--- config.mk ---
export PLATFORM = sky130hd
export DESIGN_NAME = slt_ctrl
export DESIGN_NICKNAME = d
export VERILOG_FILES = /design/src/rtl/assert_macros.svh /design/src/rtl/slt_pkg.sv /design/src/rtl/slt_ctrl.sv
export SDC_FILE = /design/constraint.sdc
export NUM_CORES = 1
export LEC_CHECK = 0
export BUFFER_PORTS_ARGS = -buffer_cell sky130_fd_sc_hd__buf_2
export CAP_MARGIN = 15
export CORE_AREA = 8 8 45 47
export DETAILED_ROUTE_END_ITERATION = 10
export DIE_AREA = 0 0 53 55
export PLACE_DENSITY_LB_ADDON = 0.05
export REMOVE_ABC_BUFFERS = 1
export SYNTH_ARGS = -nofsm -noshare
export SYNTH_HDL_FRONTEND = slang
export SYNTH_SLANG_ARGS = --single-unit
--- constraint.sdc ---
create_clock -name i_clk -period 1.77 [get_ports i_clk]
set_clock_uncertainty 0.1 [all_clocks]
set_input_delay 0 -clock i_clk [delete_from_list [all_inputs] [get_ports i_clk]]
set_output_delay 0 -clock i_clk [all_outputs]
set_load 0.05 [all_outputs]
--- src/rtl/assert_macros.svh ---
// ----------------------------------------------------------------------------
// assert_macros.svh
// Clocked assertion shorthands shared by the RTL files.
// ----------------------------------------------------------------------------
`ifndef ASSERT_MACROS_SVH
`define ASSERT_MACROS_SVH

// Property holds at every clock edge outside reset
`define ASSERT_CLK(lbl, prop, msg) \
    lbl: assert property (@(posedge i_clk) disable iff (!i_rst_n) (prop)) else $error(msg);

// Antecedent at one edge implies consequent at the next edge
`define ASSERT_NEXT(lbl, ante, cons, msg) \
    lbl: assert property (@(posedge i_clk) disable iff (!i_rst_n) (ante) |=> (cons)) \
        else $error(msg);

`endif

--- src/rtl/slt_pkg.sv ---
// ----------------------------------------------------------------------------
// slt_pkg
// Shared constants, codes and controller/datapath interface types for the
// sorted list table.
// ----------------------------------------------------------------------------
package slt_pkg;

    localparam int CAPACITY = 256;
    localparam int ADDR_W   = $clog2(CAPACITY);
    localparam int CNT_W    = 9;
    localparam int OP_W     = 3;
    localparam int VAL_W    = 32;
    localparam int ST_W     = 2;

    // operation codes
    localparam logic [OP_W-1:0] OP_INSERT   = 3'd0;
    localparam logic [OP_W-1:0] OP_DEL_TAIL = 3'd1;
    localparam logic [OP_W-1:0] OP_DEL_HEAD = 3'd2;
    localparam logic [OP_W-1:0] OP_DEL_POS  = 3'd3;
    localparam logic [OP_W-1:0] OP_COUNT    = 3'd4;

    // result status codes
    localparam logic [ST_W-1:0] ST_OK      = 2'd0;
    localparam logic [ST_W-1:0] ST_EMPTY   = 2'd1;
    localparam logic [ST_W-1:0] ST_INVALID = 2'd2;
    localparam logic [ST_W-1:0] ST_FULL    = 2'd3;

    // what a newly accepted beat needs from the datapath
    typedef enum logic [1:0] {
        K_NONE,
        K_INS,
        K_DEL
    } t_kind;

    // memory write selection
    typedef enum logic [2:0] {
        WR_NONE,
        WR_UP_DATA,
        WR_UP_VAL,
        WR_ZERO_VAL,
        WR_DOWN_DATA
    } t_wr_sel;

    // index register update
    typedef enum logic [1:0] {
        IDX_HOLD,
        IDX_INC,
        IDX_DEC
    } t_idx_op;

    typedef struct packed {
        logic    load;
        t_idx_op idx_op;
        t_wr_sel wr_sel;
        logic    cap_removed;
        logic    finish;
    } t_cmd;

    typedef struct packed {
        t_kind kind;
        logic  empty;
        logic  gt;
        logic  idx_zero;
        logic  idx_last;
        logic  out_free;
    } t_sts;

endpackage

--- src/rtl/slt_ctrl.sv ---
// ----------------------------------------------------------------------------
// slt_ctrl
// Sequencer for the sorted list table: walks the entry memory one slot
// at a time for inserts and deletes, with a read state for each slot.
// ----------------------------------------------------------------------------
module slt_ctrl (
    input  logic          i_clk,
    input  logic          i_rst_n,
    input  logic          i_in_valid,
    output logic          o_in_ready,
    input  slt_pkg::t_sts i_sts,
    output slt_pkg::t_cmd o_cmd
);
    import slt_pkg::*;

    localparam logic [3:0] S_IDLE     = 4'd0;
    localparam logic [3:0] S_INS_RD   = 4'd1;
    localparam logic [3:0] S_INS_CMP  = 4'd2;
    localparam logic [3:0] S_INS_ZERO = 4'd3;
    localparam logic [3:0] S_DEL_RD   = 4'd4;
    localparam logic [3:0] S_DEL_CAP  = 4'd5;
    localparam logic [3:0] S_DEL_SRD  = 4'd6;
    localparam logic [3:0] S_DEL_SWR  = 4'd7;
    localparam logic [3:0] S_FIN      = 4'd8;

    logic [3:0] r_state;
    logic [3:0] n_state;

    assign o_in_ready = (r_state == S_IDLE);

    // next state and commands
    always_comb begin
        n_state           = r_state;
        o_cmd.load        = 1'b0;
        o_cmd.idx_op      = IDX_HOLD;
        o_cmd.wr_sel      = WR_NONE;
        o_cmd.cap_removed = 1'b0;
        o_cmd.finish      = 1'b0;
        case (r_state)
            S_IDLE: begin
                if (i_in_valid) begin
                    o_cmd.load = 1'b1;
                    case (i_sts.kind)
                        K_INS:   n_state = i_sts.empty ? S_INS_ZERO : S_INS_RD;
                        K_DEL:   n_state = S_DEL_RD;
                        default: n_state = S_FIN;
                    endcase
                end
            end
            S_INS_RD: n_state = S_INS_CMP;
            S_INS_CMP: begin
                if (i_sts.gt) begin
                    // slide the larger entry up one slot
                    o_cmd.wr_sel = WR_UP_DATA;
                    if (i_sts.idx_zero) begin
                        n_state = S_INS_ZERO;
                    end else begin
                        o_cmd.idx_op = IDX_DEC;
                        n_state      = S_INS_RD;
                    end
                end else begin
                    o_cmd.wr_sel = WR_UP_VAL;
                    n_state      = S_FIN;
                end
            end
            S_INS_ZERO: begin
                o_cmd.wr_sel = WR_ZERO_VAL;
                n_state      = S_FIN;
            end
            S_DEL_RD: n_state = S_DEL_CAP;
            S_DEL_CAP: begin
                o_cmd.cap_removed = 1'b1;
                if (i_sts.idx_last) begin
                    n_state = S_FIN;
                end else begin
                    o_cmd.idx_op = IDX_INC;
                    n_state      = S_DEL_SRD;
                end
            end
            S_DEL_SRD: n_state = S_DEL_SWR;
            S_DEL_SWR: begin
                // close the gap: move entry down one slot
                o_cmd.wr_sel = WR_DOWN_DATA;
                if (i_sts.idx_last) begin
                    n_state = S_FIN;
                end else begin
                    o_cmd.idx_op = IDX_INC;
                    n_state      = S_DEL_SRD;
                end
            end
            S_FIN: begin
                if (i_sts.out_free) begin
                    o_cmd.finish = 1'b1;
                    n_state      = S_IDLE;
                end
            end
            default: n_state = S_IDLE;
        endcase
    end

    // state register
    always_ff @(posedge i_clk) begin
        if (!i_rst_n) begin
            r_state <= S_IDLE;
        end else begin
            r_state <= n_state;
        end
    end

endmodule

After elaboration in Yosys (flattened, before gate mapping)
Cells that the tools add are included.

Register bits: 4.

Equality and inequality tests: 12. Muxes and demuxes: 19. Reductions and logical operators: 3.

Operators with widths (number): one-hot mux 4 bit (8 select lines) (1); == test 4 x 3 -> 1 bit, second input constant (4); 2-to-1 mux 4 bit (4); 2-to-1 mux 2 bit (5); one-hot mux 3 bit (3 select lines) (1); == test 4 x 2 -> 1 bit, second input constant (2); one-hot mux 4 bit (2 select lines) (1); 2-to-1 mux 1 bit (6); == test 4 x 1 -> 1 bit, second input constant (1); == test 4 bit, second input constant (1); logical NOT 4 bit (1); != test 2 bit, second input constant (2); one-hot mux 2 bit (2 select lines) (1); == test 2 x 1 -> 1 bit, second input constant (1); == test 2 bit, second input constant (1); AND reduction 2 bit (1); OR reduction 2 bit (1).

Longest topological paths before layout
Gate-level depths: netlist (run 1).

Depth after elaboration: 4. Depth in mapped cells: 5.

Worst setup path after synthesis (run 1)
Ideal clock, no wire load.

Path kind: register to output. From: register r_state[0]. To: output o_cmd[7] in the netlist's numbering. Arrival time: 2.652 ns. Setup slack: -0.982 ns. Cell stages (with the launch flop): 4. Buffers on the path: 1. Cell sequence: dfxtp_1 buf_4 nor4_1 and2_1.

RTL lines: start, declared (line slt_ctrl.sv:26) `logic [3:0] r_state;`; start signal, assigned (line slt_ctrl.sv:106) `r_state <= n_state;`; end, declared (line slt_ctrl.sv:12) `output slt_pkg::t_cmd o_cmd`.

==> summary.md, run 1 <==
Following the worst setup path forward leads to its endpoint at o_cmd[3]. The number of sinks driven by the clock tree was 4. The worst setup path is launched from a register. Setup violations remaining at the end of the flow were counted as 0.

Max-cap violations in this run came to 0. After the last flow step, the layout net total stands at 90. In the routed layout, each cell is associated on average with a via count of 4.99. The power share of the sequential group is 32.1%. The endpoint class of the critical path was a primary output. The count of input and output buffers was 18. Beginning of the worst register-to-register path: r_state[2]. Power comes to 380 uW. The logs give 0 for the number of hold violations in the final report and 0 for the post-route DRC violation count. Data on the critical path is required at its endpoint by 1670 ps. The part of the cycle the worst path needs was 95.9%.

The worst ir drop on vdd is 0.000250 V. The share of the yosys chip area belonging to registers was 20.5%. Ranked by flip-flop count, first place goes to r_state. The leakage power summed over all cells was 0.000260 uW. The final setup TNS was 0 ps. The average cell area after synthesis is 7.37 sq um. The clock insertion delay at the later pin of the skew report is 230 ps. At the placement stage, the worst setup path has a slack of 282 ps. Width of the die: 53 microns. Net switching is 39.6% of the power. Total number of placement rows: 14. The die covers 2920 sq um.

Across all hold checks on the routed design, the worst slack comes to 14.6 ps. For the upper clock frequency limit, the log shows 589 MHz. The number of global-route vias before repair came out at 430.

The tools report the startpoint of the most critical setup path as r_state[1]. In this run the worst hold path is classified as in2reg. Of the total power, combinational logic draws 38.1%. Number of H-tree levels: 1. Number of cells traversed by the worst hold path: 3. The arrival time of the worst setup path is 1600 ps. Initial antenna violation count: 0. The run finished with clean final reports. Leaving out fill and tap cells, the most frequent cell in the layout is sky130_fd_sc_hd__buf_2. Of all flip-flops after synthesis, the portion carrying an async set or reset was 0%.

During synthesis, Yosys emitted a total of 0 warnings. The total standard cell area after synthesis is 390 sq um. TritonCTS built the clock tree. The tools report the terminus of the critical flop-to-flop path as r_state[3]. The count of flip-flops with a built-in enable after synthesis was 0; the worst setup slack for register-to-register paths was 100 ps. The run gives 0 as the max-slew violation count. The largest registers in the layout are r_state: 4 flops. Routability-driven placement finished with a final weighted congestion of 0.718.

The worst pin sits at a relative slew slack of 72.9%. For the pin with the worst max-slew slack, the measured transition is 405 ps. The number of post-CTS setup repair buffers is 0, and the minimum period implied by the final worst setup slack is 1700 ps. In this run, CTS created clock tree buffers numbering 3. Entering global routing, the biggest net connects 15 pins.

Setup repair after global routing left no endpoint under its margin. The worst-case reg-to-reg path depth was 5. The tools report the cell-internal power as 230 uW. The flip-flop and latch count after synthesis is 4, and the maximum fanout along the worst path is 13. The root buffer cell chosen for the clock tree is sky130_fd_sc_hd__clkbuf_4. For this run, the share of the core covered by cells in the final layout is 39.3%. During I/O placement, the number of pins put on the boundary was 19. In this run the power spent charging and discharging nets is 150 uW.

After layout, the worst setup slack is 73.3 ps. For this block, the initial DRC count from the detailed router was 3. In this run the power density over the cells is 698 nW/um^2.

The routed layout has 454 vias. In this run the standard cell core region covers 1380 sq um. The ratio of cells with drive above 1 in the final layout works out to 30.7%. Clock-pin slew was measured on the worst setup and hold paths at 40 ps. The cell count after synthesis came out at 53. In the synthesized netlist the dominant register cell turns out to be sky130_fd_sc_hd__dfxtp_1.

For this run, the total global-route usage over all layers was measured as 7.42%. 0 antenna diodes ended up in the layout. The final layout contains routed wiring with a total length of 1080 microns.

The growth of design area from synthesis to finish came out at 39.4%. The count of distinct cell types in the synthesized netlist is 29. For the number of search-and-repair iterations in the first detailed-routing pass, the log shows 2. The path type of the worst setup path was reg2out.

The wire-length estimate of the detail-placed layout is 838 microns. The count of nets left with antenna violations once routing finished came out at 0. After detailed routing, the average wire length per cell comes to 11.8 microns. The number of flip-flops in the largest register is 4. The clock passes through at most 2 buffers. The total overflow reported by the global router came out at 0. Worst hold path startpoint: i_rst_n. For this configuration, the core starts out at a cell density of 28.2%. The first global-routing pass estimated 1680 microns of wire. The clock network is responsible for 29.8% of the overall power.

Measured along the y axis, the die boundary spans 55 microns. In the layout the commonest cells are sky130_fd_sc_hd__buf_2, sky130_fd_sc_hd__nor2_1, sky130_fd_sc_hd__dlygate4sd3_1.
-- worst max-delay path, cell delays in order, from the launching register on --
cell,delay (ps)
sky130_fd_sc_hd__dfxtp_1,540
sky130_fd_sc_hd__or3b_1,430
sky130_fd_sc_hd__nor2_1,120
sky130_fd_sc_hd__buf_2,270
-- synth_stat cells (2+ instances only) --
cell / number / area (sq um)
sky130_fd_sc_hd__a21oi_1: 2 / 10.0
sky130_fd_sc_hd__and2b_1: 2 / 15.0
sky130_fd_sc_hd__dfxtp_1: 4 / 80.1
sky130_fd_sc_hd__ha_1: 3 / 37.5
sky130_fd_sc_hd__inv_1: 3 / 11.3
sky130_fd_sc_hd__nand2_1: 3 / 11.3
sky130_fd_sc_hd__nand3_1: 3 / 15.0
sky130_fd_sc_hd__nor2_1: 6 / 22.5
sky130_fd_sc_hd__nor2b_1: 3 / 18.8
sky130_fd_sc_hd__nor3_1: 3 / 15.0
sky130_fd_sc_hd__nor4_1: 2 / 12.5
sky130_fd_sc_hd__or4_1: 2 / 15.0
-- per-stage QoR --
stage,instance area (sq um),std cells
5_1_grt,544,91
3_5_place_dp,480,84
3_3_place_gp,480,84
4_1_cts,543,91
2_1_floorplan,363,49
6_report,544,91
-- logic make-up (layout without fill, tap and decap cells) --
logic type               Yosys count  after routing  share of synthesized area, %
buffers and inverters              7             29                          9.93
flip-flops                         4              4                          20.5
AO/OA/AOI/OAI                      9              9                          16.0
adder cells (fa/ha/maj)            3              3                          9.62
AND/OR/NAND/NOR                   30             30                          43.9
-- timing repair --
item | 4_1_cts | 5_1_grt
endpoints found under the setup margin | 0 | 2
hold buffers | 4 | 0
gates resized for setup | 0 | 1
endpoints found under the hold margin | 3 | 0
-- layout make-up --
cell class,count,area (sq um)
multi-input cells,42,272
clock buffers,3,22.5
inverters,3,11.3
well taps,16,20.0
flip-flops and latches,4,81.3
repair buffers,23,138
fillers,169,840
-- worst min path at each step --
stage                 end  slack [ps]
2_1_floorplan  r_state[3]          60
4_1_cts        r_state[1]          10
5_1_grt        r_state[1]          40
3_3_place_gp   r_state[3]         200
3_5_place_dp   r_state[3]         200
6_report       r_state[2]          10
-- power by group through the flow --
stage	clock (uW)	sequential (uW)	combinational, uW
after global placement	0	124	141
after floorplan	0	116	101
after detailed placement	0	123	140
after CTS	119	122	147
after global routing	124	125	160
final	113	122	145
-- routing by layer --
layer | global-route usage [%] | share of wire [%]
met3 | 1.87 | 6.2
met4 | 3.88 | 0
met1 | 8.79 | 48
met2 | 12.1 | 46
met5 | 0 | 0
No activity file was read; power rests on OpenSTA's default activity.
==> run 2, diff against run 1 <==
==> constraint.sdc (replaced) <==
create_clock -name i_clk -period 1.77 [get_ports i_clk]
set_clock_uncertainty 0.1 [all_clocks]
set_input_delay 0.354 -clock i_clk [delete_from_list [all_inputs] [get_ports i_clk]]
set_output_delay 0.354 -clock i_clk [all_outputs]
set_load 0.05 [all_outputs]
==> summary.md, run 2 (synthesis gave the netlist of run 1 again) <==
The flow ran to the end, and the final reports show no timing, DRC or antenna violations. The die is 55 microns tall. The minimum period implied by the final worst setup slack was 1740 ps. In the layout the commonest cells are sky130_fd_sc_hd__buf_2, sky130_fd_sc_hd__buf_4, sky130_fd_sc_hd__nor2_1, sky130_fd_sc_hd__clkbuf_4. The largest registers in the layout are r_state: 4 flops.

The via count of the routed design is 456, and the residual antenna-violating net count after detailed routing is 0. For this run, the share of the core covered by cells in the final layout is 44.7%. Summed over all nets, the half-perimeter wirelength after detailed placement is 903 microns. Data arrives at the worst endpoint at 1280 ps. The later pin in the worst-skew pair is clocked with a latency of 230 ps. The critical path buffer and inverter count is 1. Leaving out fill and tap cells, the most frequent cell in the layout is sky130_fd_sc_hd__buf_2. The tightest hold path in the finished design has a slack of 294 ps. The count of input and output buffers is 18.

The path type of the worst setup path is reg2out. The total overflow left after global routing is 0. Along the worst path, the maximum fanout reaches 6. For the number of fillers in the final layout, the log shows 150. The run gives 576 MHz as the upper clock frequency limit. Of the cells placed in the final design, the portion with a size suffix greater than 1 is 45.3%. The run gives 90 as the final net count. TritonCTS built the clock tree.

The total number of placement rows was 14; the cell count after placement was 88. The number of flip-flops in the largest register came out at 4. The number of sinks driven by the clock tree came out at 4.

The sort of element at the start of the critical path was a register. For the number of hold violations in the final report, the log shows 0. The max-slew violation count was 0.

The region available for standard cell placement spans 1380 sq um. More flip-flops sit in one register than any other, and that register is r_state. Wires add up to 1200 microns. Across the VDD grid, the largest voltage drop is 0.000149 V. For the initial standard-cell utilization of the core, the log shows 28.2%. The tool flagged a number of max-cap violations equal to 0. The hold buffer count at cts came out at 0. The power per standard cell area works out to 669 nW/um^2. The critical path's top delay family was simple AND/OR/NAND/NOR gates.

The clock transition at the registers of the reported paths is 40 ps, and the total global-route track usage is 9.06%. The path class of the tightest hold or removal check is in2reg. The part of the cycle the worst path needs works out to 98.1%. The clock passes through at most 2 buffers. The antenna diode instance count came out at 0.

The worst-margin pin slew was 281 ps; the leakage power summed over all cells was 0.000286 uW. The number of global-route vias before repair was 462. For the post-route DRC violation count, the log shows 0. The logs give 91 for the final cell count without fillers and 1 for the number of H-tree levels. The final setup TNS is 0 ps. The number of setup violations in the final report was 0. Largest net degree at the start of global routing: 13. The total power consumption of the routed design was 413 uW; the number of search-and-repair iterations in the first detailed-routing pass was 4. The congestion estimate from routability-driven global placement came to 0.707.

Setup repair after global routing could not meet its margin everywhere. Headroom to the max-slew limit came out at 81.2%. The die covers 2920 sq um.

The first global-routing pass estimated 2000 microns of wire. The endpoint class of the critical path was a primary output. The growth of design area from synthesis to finish came out at 58.3%. The run gives 0 as the initial antenna violation count. Walking the worst path, the cells encountered are or3b_4 > nor2_4 > buf_8. For this design the top-level I/O count stands at 19. Among all stages on the critical path, the largest delay is contributed by sky130_fd_sc_hd__or3b_4. Dividing the detail-routed via count by the number of cells gives 5.01. For the worst setup path, the data required time is 1320 ps. The average wire per cell in the routed design works out to 13.1 microns. The clock root buffer master was sky130_fd_sc_hd__clkbuf_4. The detailed router finished its first iteration with 6 violations. For this run, the slowest stage of the critical path takes 420 ps. The TritonCTS buffer count is 3, and the width of the die is 53 microns.
==> run 2: worst paths after layout <==
| check | startpoint | endpoint | slack [ps] | cells after the start |
|---|---|---|---|---|
| max | r_state[2] | o_cmd[3] | 30 | 3 |
| min | i_rst_n | r_state[3] | 290 | 3 |
| max reg2reg | r_state[0] | r_state[3] | 310 | 4 |
| min reg2reg | r_state[2] | r_state[3] | 520 | 3 |
==> run 2: final cells by class <==
cell class | instances | area, sq um | area share [%]
Tap cell | 16 | 20.0 | 3.24
Clock buffer | 3 | 22.5 | 3.64
Inverter | 3 | 11.3 | 1.82
Sequential cell | 4 | 88.8 | 14.4
Multi-Input combinational cell | 42 | 309 | 50.0
Timing Repair Buffer | 23 | 166 | 26.9
==> run 2: layer usage <==
layer	vias up	track usage [%]	part of all wire (%)
li1	234	-	-
met1	212	10.9	48
met2	10	13.9	48
met3	0	1.34	3.8
met4	0	7.76	0
met5	-	0	0
==> run 2: what timing repair did <==
action                                  CTS  global route
pin swaps                                 1             3
endpoints found under the setup margin    9             9
resized for setup                        12            17
setup buffers                             0             0
==> run 2: worst min-delay path, cell delays in order <==
cell                       delay, ps
sky130_fd_sc_hd__buf_2            90
sky130_fd_sc_hd__nand4b_1         80
sky130_fd_sc_hd__o21ai_1          70
==> run 2: stage by stage <==
step / cell area, sq um / setup slack (ps)
after floorplan: 363 / -1280
after global placement: 510 / 114
after global routing: 618 / -36.2
final: 618 / 34.5
after detailed placement: 510 / 128
after CTS: 567 / 7.17
==> run 2: power by group <==
group / switching, uW / internal, uW / leakage (uW)
Sequential: 14.0 / 98.7 / 0.0000346
Clock: 33.2 / 75.5 / 0.0000138
Combinational: 113 / 78.5 / 0.000238
==> run 3, diff against run 2 <==
--- a/config.mk
+++ b/config.mk
@@ -7,9 +7,11 @@
 export LEC_CHECK = 0
 export BUFFER_PORTS_ARGS = -buffer_cell sky130_fd_sc_hd__buf_2
 export CAP_MARGIN = 15
-export CORE_AREA = 8 8 45 47
+export CELL_PAD_IN_SITES_DETAIL_PLACEMENT = 1
+export CELL_PAD_IN_SITES_GLOBAL_PLACEMENT = 1
+export CORE_MARGIN = 8
+export CORE_UTILIZATION = 28
 export DETAILED_ROUTE_END_ITERATION = 10
-export DIE_AREA = 0 0 53 55
 export PLACE_DENSITY_LB_ADDON = 0.05
 export REMOVE_ABC_BUFFERS = 1
 export SYNTH_ARGS = -nofsm -noshare
==> summary.md, run 3 (synthesis gave the netlist of run 1 again) <==
In this run the vertical extent of the chip is 53.3 microns. In this run the most critical hold path is launched from i_sts[0]. Hold is met by 280 ps. The residual antenna-violating net count after detailed routing was 0; the full die area was 2850 sq um. The max-cap check violation count was 0; the power share of the sequential group was 28.5%. The clock network fraction of design power was 28.1%.

The library cell used most frequently in the layout, excluding fill and tap cells, is sky130_fd_sc_hd__buf_2. Via density per instance: 5.21. The worst stage delay on the critical path is 430 ps. The maximum fanout along the worst path came out at 8.

The clock net in this run drives a total of 4 sinks. The average wire per cell in the routed design is 14.7 microns. The top-level I/O count is 19, and the switching share of power is 40.6%.

For the net switching power figure, the log shows 169 uW. The run gives 1300 ps as the arrival time of the worst setup path. Buffers inserted to repair hold after CTS numbered 0. The maximum buffer depth of the clock tree was 2; the post-route DRC violation count was 0. Traced cell by cell, the critical path runs through or3b_4 > nor2_4 > buf_8.

The first-pass GRT wire length is 2280 microns, and the via count of the routed design is 474. The initial utilization of the core area, before any placement, comes to 30.0%. The min-delay analysis places its worst path in the category in2reg. In the final layout, the registers with the most flip-flops are r_state: 4 flops.

The clock insertion delay at the later pin of the skew report came out at 240 ps. The routability congestion estimate is 0.718, and the core area is 1300 sq um. TritonCTS built the clock tree. met2 is the most crowded layer. For this run the aggregate overflow at the end of global routing stands at 0.

For this run, the share of the core covered by cells in the final layout is 48.0%. For the number of hold violations in the final report, the log shows 0. By startpoint and endpoint, the worst setup path is classified as reg2out. For this design the ratio of total power to cell area is 667 nW/um^2.

In the final design database the tool counted 91 nets. The met2 usage in global routing is 17.6%, and the max-slew violation count is 0. The worst-case reg-to-reg path depth came out at 4. The register with the most flip-flops was r_state. The die is 53.3 microns wide.

Setup slack on the worst reg-to-reg path comes out at 300 ps. After clock tree synthesis, the clock-pin slew on the worst setup and hold paths is 40 ps. The cell with the largest stage delay on the worst path is sky130_fd_sc_hd__or3b_4. Entering global routing, the biggest net connects 10 pins. The number of H-tree levels came out at 1. The run gives 0 as the initial antenna violation count.

The part of the cycle the worst path needs is 99.2%, and the minimum period implied by the final worst setup slack is 1760 ps. The sort of element at the start of the critical path was a register. Combinational logic burns 43.4% of the power. Growth of design area from synthesis to finish: 59.9%. The required time of the worst setup path came out at 1320 ps. In the layout the commonest cells are sky130_fd_sc_hd__buf_2, sky130_fd_sc_hd__buf_4. In this run the tool buffered the top-level ports with 18 buffer cells. The logs give 1 for the number of search-and-repair iterations in the first detailed-routing pass and 0.840% for the met3 layer usage reported by global route. The flow ran to the end, and the final reports show no timing, DRC or antenna violations.

The worst setup path is captured at a primary output. Summed over all cells, the static leakage comes to 0.000289 uW. Along the worst hold path, the cell count comes to 3. The final layout contains routed wiring with a total length of 1340 microns. The clock root buffer master is sky130_fd_sc_hd__clkbuf_4.

Cells with a size suffix above 1 make up 50.0% of the layout. The terminus of the critical flop-to-flop path is r_state[3]. In this run the tightest slew margin relative to its limit is 82.0%.

The startpoint identified for the worst register-to-register timing path is r_state[0]. Met1 track demand over resource: 12.2%. The total number of placement rows was 13; the antenna diode instance count was 0.

The number of setup violations in the final report came out at 0. The upper clock frequency limit is 570 MHz. For the number of global-route vias before repair, the log shows 519. Setup repair after global routing could not meet its margin everywhere.

The total global-route track usage came out at 10.4%. For hold timing, the worst endpoint is r_state[3]. Worst-margin pin slew: 269 ps. VDD sags by at most 0.000203 V.

The logs give 3 for the TritonCTS buffer count and 247 uW for the cell-internal power. The wire-length estimate of the detail-placed layout is 1020 microns. For this block, the initial DRC count from the detailed router was 0. The register with the most flip-flops in the layout has 4 of them.
[run 3: layout make-up]
| class | instances | area (sq um) |
|---|---|---|
| inverters | 3 | 11.3 |
| fillers | 169 | 677 |
| repair buffers | 24 | 171 |
| clock buffers | 3 | 22.5 |
| multi-input cells | 42 | 310 |
| flip-flops and latches | 4 | 90.1 |
| well taps | 15 | 18.8 |
[run 3: repair_timing]
item                       4_1_cts  5_1_grt
pin swaps                        1        2
gates cloned                     0        0
setup endpoints to repair        9        8
buffers inserted                 2        0
gates resized for setup         18       10
[run 3: worst max-delay path, delay by kind of cell (launching register included)]
kind	cells	cell delay (ps)
flip-flops	1	380
AND/OR/NAND/NOR	2	540
buffers and inverters	1	150
[run 3: power groups by stage]
stage / clock network (uW) / registers [uW] / logic (uW)
finish: 117 / 119 / 181
global placement: 0 / 116 / 159
CTS: 125 / 116 / 175
detailed placement: 0 / 116 / 158
floorplan: 0 / 116 / 101
global route: 132 / 121 / 195
[run 3: routing by layer]
metal | share of wire, % | routed length (microns)
met5 | 0 | 0
met4 | 1.7 | 23
met3 | 5.0 | 67
met2 | 49 | 653
met1 | 44 | 593
[run 3: worst max-delay path by stage]
stage | startpoint | end | slack, ps | cells after the start
3_5_place_dp | r_state[1] | o_cmd[2] | 7 | 3
6_report | r_state[1] | o_cmd[2] | 10 | 3
3_3_place_gp | r_state[1] | o_cmd[2] | 50 | 3
5_1_grt | r_state[1] | o_cmd[2] | -30 | 3
2_1_floorplan | r_state[0] | o_cmd[7] | -1280 | 2
4_1_cts | r_state[1] | o_cmd[2] | -9 | 3
[run 3: stage by stage]
stage                     total power, uW  worst slack (ps)  cell area [sq um]  setup TNS (ps)  std cells
after floorplan                       217             -1280                363           -3260         49
after global placement                275              49.3                502               0         86
after detailed placement              274              7.34                502               0         86
after CTS                             415             -8.66                589           -10.4         91
after global routing                  448             -34.9                624           -94.3         91
final                                 416              14.9                624               0         91
